===== src/rtl/core/mps_pkg.sv =====
`timescale 1ns / 1ps
// Types and constants shared by the permutation swapper modules.
package mps_pkg;

	localparam int unsigned IDX_W  = 6;
	localparam int unsigned WGT_W  = 17;
	localparam int unsigned THR_W  = 16;
	localparam int unsigned CNT_W  = 7;
	localparam int unsigned PROD_W = 2 * WGT_W;
	localparam int unsigned CMP_W  = PROD_W + THR_W;

	localparam logic [CNT_W-1:0] COUNT_RESET = 7'd64;

	typedef enum logic [1:0] {
		CMD_LOAD  = 2'd0,
		CMD_IDENT = 2'd1,
		CMD_SWAP  = 2'd2,
		CMD_READ  = 2'd3
	} cmd_t;

	// Which of the four pair weights a proposal reads.
	typedef enum logic [1:0] {
		WSEL_J_PI = 2'd0,
		WSEL_I_PJ = 2'd1,
		WSEL_I_PI = 2'd2,
		WSEL_J_PJ = 2'd3
	} wsel_t;

	typedef struct packed {
		cmd_t              command;
		logic [IDX_W-1:0]  first_index;
		logic [IDX_W-1:0]  second_index;
		logic [WGT_W-1:0]  weight_value;
		logic [THR_W-1:0]  random_threshold;
	} in_word_t;

	typedef struct packed {
		logic              status;
		logic              accepted;
		logic [IDX_W-1:0]  entry_value;
	} out_word_t;

	typedef struct packed {
		logic  latch;
		logic  perm_rd;
		logic  wt_we;
		wsel_t wt_sel;
		logic  cap_en;
		wsel_t cap_sel;
		logic  mul_num;
		logic  mul_den;
		logic  mul_thr;
		logic  cmp_en;
		logic  swap_i;
		logic  swap_j;
		logic  clr_en;
		logic  out_load;
	} dp_ctl_t;

	typedef struct packed {
		cmd_t cmd;
		logic pair_ok;
		logic clr_last;
		logic gt;
		logic out_free;
	} dp_sts_t;

endpackage


===== src/rtl/core/mps_ctrl.sv =====
`timescale 1ns / 1ps
// Sequencer of the permutation swapper: steps each word through its commands.
module mps_ctrl (
	input  logic             clk,
	input  logic             arst_n,
	input  logic             in_valid,
	output logic             in_stall,
	input  mps_pkg::dp_sts_t sts,
	output mps_pkg::dp_ctl_t ctl
);
	import mps_pkg::*;

	typedef enum logic [12:0] {
		S_INIT  = 13'b0000000000001,
		S_IDLE  = 13'b0000000000010,
		S_PREAD = 13'b0000000000100,
		S_CLEAR = 13'b0000000001000,
		S_WRD0  = 13'b0000000010000,
		S_WRD1  = 13'b0000000100000,
		S_WRD2  = 13'b0000001000000,
		S_WRD3  = 13'b0000010000000,
		S_MUL0  = 13'b0000100000000,
		S_MUL1  = 13'b0001000000000,
		S_CMP   = 13'b0010000000000,
		S_SWAP0 = 13'b0100000000000,
		S_DONE  = 13'b1000000000000
	} state_t;

	state_t state_q, state_d;
	logic   swap_second_q;

	always_ff @(posedge clk or negedge arst_n) begin
		if (!arst_n) begin
			state_q       <= S_INIT;
			swap_second_q <= 1'b0;
		end else begin
			state_q       <= state_d;
			swap_second_q <= (state_q == S_SWAP0) && !swap_second_q;
		end
	end

	always_comb begin
		ctl      = '0;
		state_d  = state_q;
		in_stall = 1'b1;
		unique case (state_q)
			S_INIT: begin
				ctl.clr_en = 1'b1;
				if (sts.clr_last) state_d = S_IDLE;
			end
			S_IDLE: begin
				in_stall = 1'b0;
				if (in_valid) begin
					ctl.latch = 1'b1;
					state_d   = S_PREAD;
				end
			end
			S_PREAD: begin
				ctl.perm_rd = 1'b1;
				unique case (sts.cmd)
					CMD_LOAD: begin
						ctl.wt_we = sts.pair_ok;
						state_d   = S_DONE;
					end
					CMD_IDENT: state_d = S_CLEAR;
					CMD_SWAP:  state_d = sts.pair_ok ? S_WRD0 : S_DONE;
					CMD_READ:  state_d = S_DONE;
					default:   state_d = S_DONE;
				endcase
			end
			S_CLEAR: begin
				ctl.clr_en = 1'b1;
				if (sts.clr_last) state_d = S_DONE;
			end
			S_WRD0: begin
				ctl.wt_sel = WSEL_J_PI;
				state_d    = S_WRD1;
			end
			// Each read lands in the cycle after its address, so the capture trails.
			S_WRD1: begin
				ctl.wt_sel  = WSEL_I_PJ;
				ctl.cap_en  = 1'b1;
				ctl.cap_sel = WSEL_J_PI;
				state_d     = S_WRD2;
			end
			S_WRD2: begin
				ctl.wt_sel  = WSEL_I_PI;
				ctl.cap_en  = 1'b1;
				ctl.cap_sel = WSEL_I_PJ;
				state_d     = S_WRD3;
			end
			S_WRD3: begin
				ctl.wt_sel  = WSEL_J_PJ;
				ctl.cap_en  = 1'b1;
				ctl.cap_sel = WSEL_I_PI;
				ctl.mul_num = 1'b1;
				state_d     = S_MUL0;
			end
			S_MUL0: begin
				ctl.mul_den = 1'b1;
				state_d     = S_MUL1;
			end
			S_MUL1: begin
				ctl.mul_thr = 1'b1;
				state_d     = S_CMP;
			end
			S_CMP: begin
				ctl.cmp_en = 1'b1;
				state_d    = sts.gt ? S_SWAP0 : S_DONE;
			end
			// The permutation has one write port: entry i first, then entry j.
			S_SWAP0: begin
				if (swap_second_q) begin
					ctl.swap_j = 1'b1;
					state_d    = S_DONE;
				end else begin
					ctl.swap_i = 1'b1;
				end
			end
			S_DONE: begin
				if (sts.out_free) begin
					ctl.out_load = 1'b1;
					state_d      = S_IDLE;
				end
			end
			default: state_d = S_IDLE;
		endcase
	end

endmodule


===== config.mk =====
export PLATFORM = sky130hd
export DESIGN_NAME = mps_ctrl
export DESIGN_NICKNAME = d
export VERILOG_FILES = /design/src/rtl/core/mps_pkg.sv /design/src/rtl/core/mps_ctrl.sv
export SDC_FILE = /design/constraint.sdc
export NUM_CORES = 1
export LEC_CHECK = 0
export BUFFER_PORTS_ARGS = -buffer_cell sky130_fd_sc_hd__clkbuf_2
export CORE_MARGIN = 4
export CORE_UTILIZATION = 43
export CTS_CLUSTER_DIAMETER = 120
export CTS_CLUSTER_SIZE = 12
export DETAILED_ROUTE_END_ITERATION = 8
export GPL_TIMING_DRIVEN = 0
export PLACE_DENSITY = 0.66
export SLEW_MARGIN = 40
export SYNTH_ARGS = -nofsm -noshare
export SYNTH_HDL_FRONTEND = slang
export SYNTH_SLANG_ARGS = --single-unit

===== constraint.sdc =====
create_clock -name clk -period 2.9 [get_ports clk]
set_input_delay 0.145 -clock clk [delete_from_list [all_inputs] [get_ports clk]]
set_output_delay 0.145 -clock clk [all_outputs]
set_load 0.005 [all_outputs]

==> metrics.md, run 1 <==
| Metric | Value |
|---|---|
| Netlist Area Pre-Place | 977 um^2 |
| WL met2 | 992 um |
| Yosys warns | 0 |
| Core ar. | 0.00206 mm^2 |
| Vias in the first global route | 804 |
| Detailed Route WL | 2250 um |
| Crit-path cells | or3_4, nor3_2, nand3b_1, nor4b_1, buf_4, clkbuf_2 |
| Fillers | 202 |
| Die width | 55.7 um |
| WP data required | 2760 ps |
| Clock buffer count from CTS | 3 |
| Critical Path End Type | output pin |
| First-pass GRT wire length | 3660 um |
| Routed met3 length | 124 um |
| Slew HR | 57.2% |
| Clock buffer depth | 2 |
| Most common cell after layout, fill and taps aside | clkbuf_2 |
| N_diodes | 0 |
| Netlist cell types | 40 |
| ANT nets after route | 0 |
| Area Overhead vs Synth | 21.6% |
| Vias/cell | 5.50 |
| Tot Pwr | 0.000667 W |
| Status | finished clean |
| Top layer in use | met4 |
| Met1 Routed Length | 1090 um |
| IO Pins | 26 |
| Initial Util | 47.4% |
| Type of the most critical hold path | input pin to flip-flop |
| Iteration-0 DRC count of the detailed router | 19 |
| Max Slew Vio Count | 0 |
| GRT Residual Overflow | 0 |
| CTS tree | yes |
| Min Tclk post-route | 2660 ps |
| RePlAce Congestion | 0.783 |
| FF+latch count, synth | 14 |
| Avg Inst Size Synth | 9.49 um^2 |
| # Post-CTS Setup Buffers | 0 |
| R2R setup slack | 790 ps |
| Die footprint | 0.00310 mm^2 |
| Clock transition at path regs | 90 ps |
| DRC viols | 0 |
| Post-synthesis sequential area ratio | 36.0% |
| Initial antenna violation count | 0 |
| CTS sink cnt | 14 |
| Max Cap Violations | 0 |
| # setup viols final | 0 |
| Hpwl dp | 1640 um |
| H-tree level count | 1 |
| Worst-Margin Slew | 636 ps |
| Gate Count Post-Synth | 103 |
| Synth Net Count | 115 |
| Die Ht | 55.7 um |
| CP delay by family, top | simple AND/OR/NAND/NOR gates |
| TNS Setup | 0 ps |
| Clock Latency Late Sink | 280 ps |
| Leakage power | 0.544 nW |
| WP buf/inv | 2 |
| Slowest CP cell | nor4b_1 |
| Tcrit/Tclk final | 91.8% |
| Worst Path Max Fanout | 9 |
| FMAX | 375 MHz |
| Final Skew | 2.60 ps |
| Most frequent cells in the layout | 25 x clkbuf_2, 13 x dfrtp_1, 11 x nor2_1, 8 x nor3_1, 6 x nor4b_1 |
| Root buffer cell | clkbuf_4 |
| Pin count of the biggest net entering global routing | 15 |
| Site Rows | 16 |
| GRT Total Usage | 14.5% |
| Worst Setup Path Type | flip-flop to output pin |
| Per-cell routed wire length | 14.1 um |
| DRT Pass-1 Iters | 4 |
| Worst vdd ir | 0.344 mV |
| Final Net Count | 146 |
| RSZ-0062 raised after global routing | false |
| Via Count | 880 |
| Worst path max stage delay | 480 ps |
| Pwr per Cell Area | 561 mW/mm^2 |
| Share of cells above drive strength 1 | 32.3% |
| Startpoint Class | flip-flop |
| IO Port Bufs | 25 |
| Data arrival, critical path | 2520 ps |
| Final Hold Fails | 0 |
[cells in the mapped netlist (all sizes together)]
cell / number / area (um^2)
nor4b: 7 / 76.3
ha: 3 / 37.5
inv: 3 / 11.3
and2: 1 / 6.26
nor3b: 2 / 15.0
or3: 2 / 22.5
a22o: 1 / 8.76
o22ai: 2 / 18.8
nand2b: 4 / 25.0
and3: 1 / 6.26
nand3b: 4 / 30.0
nand4b: 1 / 8.76
and4b: 1 / 10.0
xnor2: 4 / 35.0
o221ai: 1 / 8.76
xor2: 1 / 8.76
o41ai: 1 / 8.76
nor4: 3 / 25.0
clkbuf: 4 / 15.0
nand3: 4 / 20.0
dfrtp: 13 / 325
or4b: 2 / 23.8
dfstp: 1 / 26.3
a211oi: 3 / 22.5
a31oi: 1 / 6.26
a21oi: 2 / 10.0
a21o: 2 / 15.0
nand4: 1 / 6.26
nor2: 11 / 41.3
nand2: 2 / 7.51
buf: 3 / 26.3
o21ai: 3 / 18.8
nor3: 9 / 50.1
[worst register-to-register path, delay by kind of cell, from the launching register on]
kind	cells	cell delay, ps
buf+inv	1	210
flops	1	360
compound gates	1	140
simple gates	3	1270
[power by group]
group	internal [W]	switching, W	leakage [nW]
Combinational	0.000105	0.000175	0.335
Sequential	0.000213	0.0000297	0.188
Clock	0.0000765	0.0000677	0.0210
[final timing paths]
kind                       startpoint          end  cells past startpoint
min                            sts[1]  state_q[11]                      2
max                        state_q[9]       ctl[9]                      6
min reg2reg                state_q[0]   state_q[0]                      1
max in group asynchronous      arst_n   state_q[0]                      2
max reg2reg                state_q[6]   state_q[1]                      5
min in group asynchronous      arst_n  state_q[10]                      2
[area by class of cell]
class	count	area, um^2	share of cell area [%]
plain buffers	7	41.3	3.47
repair buffers	26	135	11.4
inverters	3	11.3	0.947
clock buffers	4	36.3	3.05
well taps	27	33.8	2.84
multi-input cells	79	579	48.7
flip-flops and latches	14	352	29.6
[stage by stage]
stage / util [%] / hold WS (ps) / cell area (um^2) / cells / setup WS (ps)
after floorplan: - / -151 / 977 / 103 / 857
final: 57.6 / 71.7 / 1190 / 160 / 237
after detailed placement: 55.1 / 75.5 / 1140 / 155 / 528
after global placement: 55.1 / 69.4 / 1140 / 155 / 628
after CTS: 57.3 / 70.6 / 1180 / 160 / 188
after global routing: 57.6 / 76.6 / 1190 / 160 / 78.7
[routing by layer]
metal / vias to the layer above / track usage (%)
met5: - / 0
met4: 0 / 5.21
met3: 5 / 2.78
met2: 28 / 22.0
met1: 402 / 20.2
li1: 445 / -
[registers in the layout, summed over array words and instances (netlist names)]
| name | flops |
|---|---|
| state_q | 13 |
| swap_second_q | 1 |
[cell families (layout without fill, tap and decap cells)]
| kind of cell | after synthesis | after routing | share of synthesized area (%) |
|---|---|---|---|
| compound gates | 16 | 16 | 12.0 |
| xor+xnor | 5 | 5 | 4.48 |
| fa+ha+maj | 3 | 3 | 3.84 |
| buf+inv | 10 | 40 | 5.38 |
| flops | 14 | 14 | 36.0 |
| simple gates | 55 | 55 | 38.3 |
[what timing repair did]
item                                   4_1_cts  5_1_grt
hold buffers                                 1        0
setup endpoints to repair                    0        1
endpoints found under the hold margin       13        0
gates resized for setup                      0        1
(Power assumes the default switching activity.)
==> run 2, diff against run 1 <==
--- a/config.mk
+++ b/config.mk
@@ -12,7 +12,7 @@
 export CTS_CLUSTER_SIZE = 12
 export DETAILED_ROUTE_END_ITERATION = 8
 export GPL_TIMING_DRIVEN = 0
-export PLACE_DENSITY = 0.66
+export PLACE_DENSITY = 0.69
 export SLEW_MARGIN = 40
 export SYNTH_ARGS = -nofsm -noshare
 export SYNTH_HDL_FRONTEND = slang
==> constraint.sdc (replaced) <==
create_clock -name clk -period 2.3 [get_ports clk]
set_input_delay 0.115 -clock clk [delete_from_list [all_inputs] [get_ports clk]]
set_output_delay 0.115 -clock clk [all_outputs]
set_load 0.005 [all_outputs]
==> run 2 against run 1 <==
Combinational power rose by 55%. Core utilization rose by 5.2 points. Critical path type unchanged. Via count increased by 11%. Largest cell class unchanged. Non-clock buffer count up 11. Final cell count grew 6.9%. Global-route usage grew 1.9 points. Count of clock-buffer cells in the layout stayed put. Sequential share of layout area is 2.4 points lower. Routed wire length increased by 15%. Sequential power grew 28%. First-iteration DRC count is 120% higher.
==> metrics.md, run 2 (synthesis gave the netlist of run 1 again) <==
| Metric | Value |
|---|---|
| DRT Pass-1 Iters | 4 |
| Die Ht | 55.7 um |
| Detailed Route WL | 2590 um |
| Switch Pwr | 0.000374 W |
| H-tree level count | 1 |
| IO Pins | 26 |
| Most frequent cells in the layout | 25 x clkbuf_2, 13 x buf_4, 12 x dfrtp_1, 11 x nor2_1, 7 x nor3_1 |
| Root buffer cell | clkbuf_4 |
| CTS tree | yes |
| Max Slew Vio Count | 0 |
| Most common cell after layout, fill and taps aside | clkbuf_2 |
| Gate power share | 48.5% |
| Fillers | 173 |
| Final Hold Fails | 0 |
| Worst-Margin Slew | 583 ps |
| Top reg by flops | state_q |
| IO Port Bufs | 25 |
| Hpwl dp | 1780 um |
| Reg power frac | 34.8% |
| Worst Setup Path Type | flip-flop to output pin |
| Clock buffer depth | 2 |
| Site Rows | 16 |
| WP data required | 2180 ps |
| N_diodes | 0 |
| Worst vdd ir | 0.485 mV |
| ANT nets after route | 0 |
| Slew HR | 60.8% |
| # setup viols final | 0 |
| Placed cell areas | 0.00114 mm^2 |
| Leakage power | 0.606 nW |
| Data arrival, critical path | 2170 ps |
| Share of cells above drive strength 1 | 39.6% |
| Startpoint Class | flip-flop |
| Type of the most critical hold path | input pin to flip-flop |
| Vias/cell | 5.72 |
| Die width | 55.7 um |
| Switching share of power | 41.8% |
| Worst path max stage delay | 390 ps |
| Core ar. | 0.00206 mm^2 |
| Critical Path End Type | output pin |
| Biggest regs | state_q (13), swap_second_q (1) |
| Max FFs per register | 13 |
| Iteration-0 DRC count of the detailed router | 41 |
| Final core occ | 62.9% |
| Tot Pwr | 0.000894 W |
| GRT Residual Overflow | 0 |
| RePlAce Congestion | 0.720 |
| Slowest CP cell | or3_4 |
| CTS sink cnt | 14 |
| Pin count of the biggest net entering global routing | 15 |
| Max Cap Violations | 0 |
| Status | finished clean |
| Final Skew | 7.57 ps |
| Clock buffer count from CTS | 3 |
| Clock transition at path regs | 80 ps |
| Worst Path Max Fanout | 5 |
| Worst path most repeated cell | or3_4 |
| Initial Util | 47.4% |
| Die footprint | 0.00310 mm^2 |
| Initial antenna violation count | 0 |
| Per-cell routed wire length | 15.1 um |
| Min Tclk post-route | 2290 ps |
| FMAX | 437 MHz |
| Final Net Count | 157 |
| RSZ-0062 raised after global routing | true |
| Tcrit/Tclk final | 99.4% |
| Design area | 0.00130 mm^2 |
| Clk network pwr share | 16.6% |
| Area Overhead vs Synth | 32.7% |
| Pwr per Cell Area | 690 mW/mm^2 |
| Via Count | 978 |
| Internal | 0.000520 W |
| Crit-path cells | buf_6, or3_4, or3_4, nor4b_4, and3_1, clkbuf_2 |
| First-pass GRT wire length | 4110 um |
| Clock Latency Late Sink | 280 ps |
| Vias in the first global route | 881 |
| GRT Total Usage | 16.4% |
| DRC viols | 0 |
## run 2: metal layers
metal	GRT usage (%)	routed length (um)	vias up	share of wire (%)
li1	-	-	467	-
met4	7.64	57	0	2.2
met1	21.0	1170	468	45
met3	3.94	144	7	5.6
met5	0	0	-	0
met2	25.8	1220	36	47
## run 2: timing repair
action	CTS	global route
buffers inserted	2	9
pin swaps	2	4
endpoints found under the hold margin	13	0
hold buffers	1	0
gates resized for setup	5	3
setup endpoints to repair	11	6
## run 2: critical path: cells and delay by family, from the launching register on
kind	cells	cell delay [ps]
buf+inv	2	230
simple gates	4	1270
flops	1	380
## run 2: worst paths after layout
path,cells past startpoint,start,slack [ps],endpoint
worst max-delay path,6,state_q[11],10,ctl[13]
worst min-delay path,2,sts[1],60,state_q[11]
worst max register to register,7,state_q[11],180,state_q[1]
worst min register to register,1,state_q[0],550,state_q[0]
max in group asynchronous,2,arst_n,1710,state_q[0]
min in group asynchronous,2,arst_n,280,state_q[8]
## run 2: power by group through the flow
| stage | clock (W) | combinational (W) | sequential [W] |
|---|---|---|---|
| after global routing | 0.000164 | 0.000471 | 0.000314 |
| final | 0.000149 | 0.000434 | 0.000311 |
| after floorplan | 0 | 0.000254 | 0.000299 |
| after detailed placement | 0 | 0.000353 | 0.000308 |
| after global placement | 0 | 0.000339 | 0.000305 |
| after CTS | 0.000153 | 0.000402 | 0.000307 |
## run 2: final cells by class
class | instances | area, um^2 | area share [%]
plain buffers | 7 | 42.5 | 3.28
clock buffers | 4 | 26.3 | 2.03
inverters | 3 | 11.3 | 0.869
multi-input cells | 79 | 606 | 46.7
flip-flops and latches | 14 | 353 | 27.2
well taps | 27 | 33.8 | 2.61
repair buffers | 37 | 224 | 17.3
## run 2: through the flow
stage	setup TNS, ps	hold slack [ps]	instances	worst slack [ps]
after floorplan	0	-181	103	287
after global placement	0	36.6	155	28.1
after detailed placement	-171	41.1	155	-132
after CTS	0	58.2	162	2.92
after global routing	-127	78.6	171	-49.1
final	0	62.7	171	13.3
==> run 3, diff against run 2 <==
--- a/config.mk
+++ b/config.mk
@@ -7,12 +7,11 @@
 export LEC_CHECK = 0
 export BUFFER_PORTS_ARGS = -buffer_cell sky130_fd_sc_hd__clkbuf_2
 export CORE_MARGIN = 4
-export CORE_UTILIZATION = 43
+export CORE_UTILIZATION = 35
 export CTS_CLUSTER_DIAMETER = 120
 export CTS_CLUSTER_SIZE = 12
 export DETAILED_ROUTE_END_ITERATION = 8
-export GPL_TIMING_DRIVEN = 0
-export PLACE_DENSITY = 0.69
+export PLACE_DENSITY = 0.58
 export SLEW_MARGIN = 40
 export SYNTH_ARGS = -nofsm -noshare
 export SYNTH_HDL_FRONTEND = slang
==> run 3 against run 2 <==
The run now ends with negative setup slack left. Register-to-register slack better by 80 ps. First-iteration DRC count shrank 59%. Worst hold slack worse by 24 ps. Sequential share of layout area grew 0.86 points. Flip-flop and latch count did not move. Maximum frequency down 0.68%.
==> metrics.md, run 3 (synthesis gave the netlist of run 1 again) <==
| Metric | Value |
|---|---|
| Tcrit/Tclk final | 100% |
| Startpoint Class | flip-flop |
| Per-cell routed wire length | 14.5 um |
| Register-to-Register Path Depth | 6 |
| Die footprint | 0.00370 mm^2 |
| N_diodes | 0 |
| GRT Total Usage | 14.4% |
| Top reg by flops | state_q |
| Via Count | 908 |
| Die width | 60.8 um |
| Pin count of the biggest net entering global routing | 15 |
| Root buffer cell | clkbuf_4 |
| Switching share of power | 39.7% |
| Final Net Count | 150 |
| Core ar. | 0.00257 mm^2 |
| Tot Pwr | 0.000947 W |
| Worst vdd ir | 0.414 mV |
| Max Slew Vio Count | 0 |
| RePlAce Congestion | 0.796 |
| FMAX | 434 MHz |
| IO Pins | 26 |
| Fillers | 265 |
| Leakage power | 0.582 nW |
| Reg power frac | 32.7% |
| DRC viols | 0 |
| Site Rows | 18 |
| Final Skew | 1.25 ps |
| First-pass GRT wire length | 3980 um |
| RSZ-0062 raised after global routing | true |
| Critical Path End Type | output pin |
| Initial Util | 38.1% |
| TNS Setup | -2.36 ps |
| DRT Pass-1 Iters | 4 |
| Final core occ | 49.1% |
| Iteration-0 DRC count of the detailed router | 17 |
| Switch Pwr | 0.000376 W |
| Biggest regs | state_q (13), swap_second_q (1) |
| Worst Setup Path Type | flip-flop to output pin |
| Vias in the first global route | 892 |
| Clock buffer count from CTS | 3 |
| GRT Residual Overflow | 0 |
| Max FFs per register | 13 |
| Hold slack | 39.1 ps |
| Internal | 0.000570 W |
| Hpwl dp | 1840 um |
| Pwr per Cell Area | 751 mW/mm^2 |
| ANT nets after route | 0 |
| # setup viols final | 1 |
| Share of cells above drive strength 1 | 40.1% |
| Clock buffer depth | 2 |
| Clock transition at path regs | 90 ps |
| Clock Latency Late Sink | 290 ps |
| IO Port Bufs | 25 |
| Type of the most critical hold path | input pin to flip-flop |
| Failing checks | negative setup slack |
| Worst-Margin Slew | 554 ps |
| Initial antenna violation count | 0 |
| WP data required | 2180 ps |
| Data arrival, critical path | 2190 ps |
| Slew HR | 62.7% |
| Vias/cell | 5.44 |
| Most common cell after layout, fill and taps aside | clkbuf_2 |
| Clk network pwr share | 19.8% |
| H-tree level count | 1 |
| CTS sink cnt | 14 |
| Area Overhead vs Synth | 29.1% |
| Hold Path Depth | 2 |
| Min Tclk post-route | 2300 ps |
| Most frequent cells in the layout | 24 x clkbuf_2, 11 x nor2_1, 11 x buf_4, 11 x dfrtp_1, 8 x nor3_1 |
| Die Ht | 60.8 um |
| Worst Path Max Fanout | 5 |
| Setup ws final | -2.36 ps |
| Status | complete, but fails checks |
| Gate power share | 47.5% |
| CTS tree | yes |
| Detailed Route WL | 2430 um |
| Max Cap Violations | 0 |
| Final Hold Fails | 0 |
-- run 3: final cells by class --
type	instances	area [um^2]	share of cell area, %
tap	30	37.5	2.98
multi-input combinational	79	598	47.4
timing repair buffer	37	224	17.8
clock buffer	4	36.3	2.88
inverter	3	11.3	0.893
sequential	14	354	28.1
-- run 3: worst max-delay path, cell delays in order, from the launching register on --
cell and delay (ps):
dfrtp_1 420, or3_4 430, or3_4 370, nor4b_4 350, and3_1 210, clkbuf_2 110
-- run 3: timing repair --
action,in CTS,in global routing
pin swaps,1,4
setup endpoints to repair,3,7
buffers inserted,1,5
hold endpoints to repair,13,0
hold buffers,1,0
gates resized for setup,1,7
-- run 3: through the flow --
| stage | setup slack [ps] | std cells | cell area (um^2) |
|---|---|---|---|
| after global routing | -80.8 | 167 | 1260 |
| after detailed placement | 233 | 156 | 1140 |
| after CTS | 13.8 | 162 | 1200 |
| after floorplan | 287 | 103 | 977 |
| after global placement | 315 | 156 | 1140 |
| final | -2.36 | 167 | 1260 |
-- run 3: path summary, 6_finish.rpt --
path	slack [ps]	end	startpoint
max reg2reg	260	state_q[8]	state_q[8]
min reg2reg	530	state_q[9]	state_q[11]
min in group asynchronous	250	state_q[10]	arst_n
max	-2	ctl[13]	state_q[8]
max in group asynchronous	1750	state_q[0]	arst_n
min	40	state_q[11]	sts[1]
-- run 3: power groups by stage --
stage / clock network, W / registers (W) / logic [W]
detailed placement: 0 / 0.000309 / 0.000404
finish: 0.000187 / 0.000310 / 0.000450
floorplan: 0 / 0.000299 / 0.000254
global placement: 0 / 0.000309 / 0.000400
CTS: 0.000191 / 0.000305 / 0.000426
global route: 0.000199 / 0.000316 / 0.000498
-- run 3: metal layers --
layer / share of wire [%] / up-vias / global-route usage (%)
met1: 42 / 427 / 18.2
li1: - / 451 / -
met3: 6.6 / 5 / 2.77
met4: 1.6 / 0 / 4.64
met2: 50 / 25 / 24.7
met5: 0 / - / 0
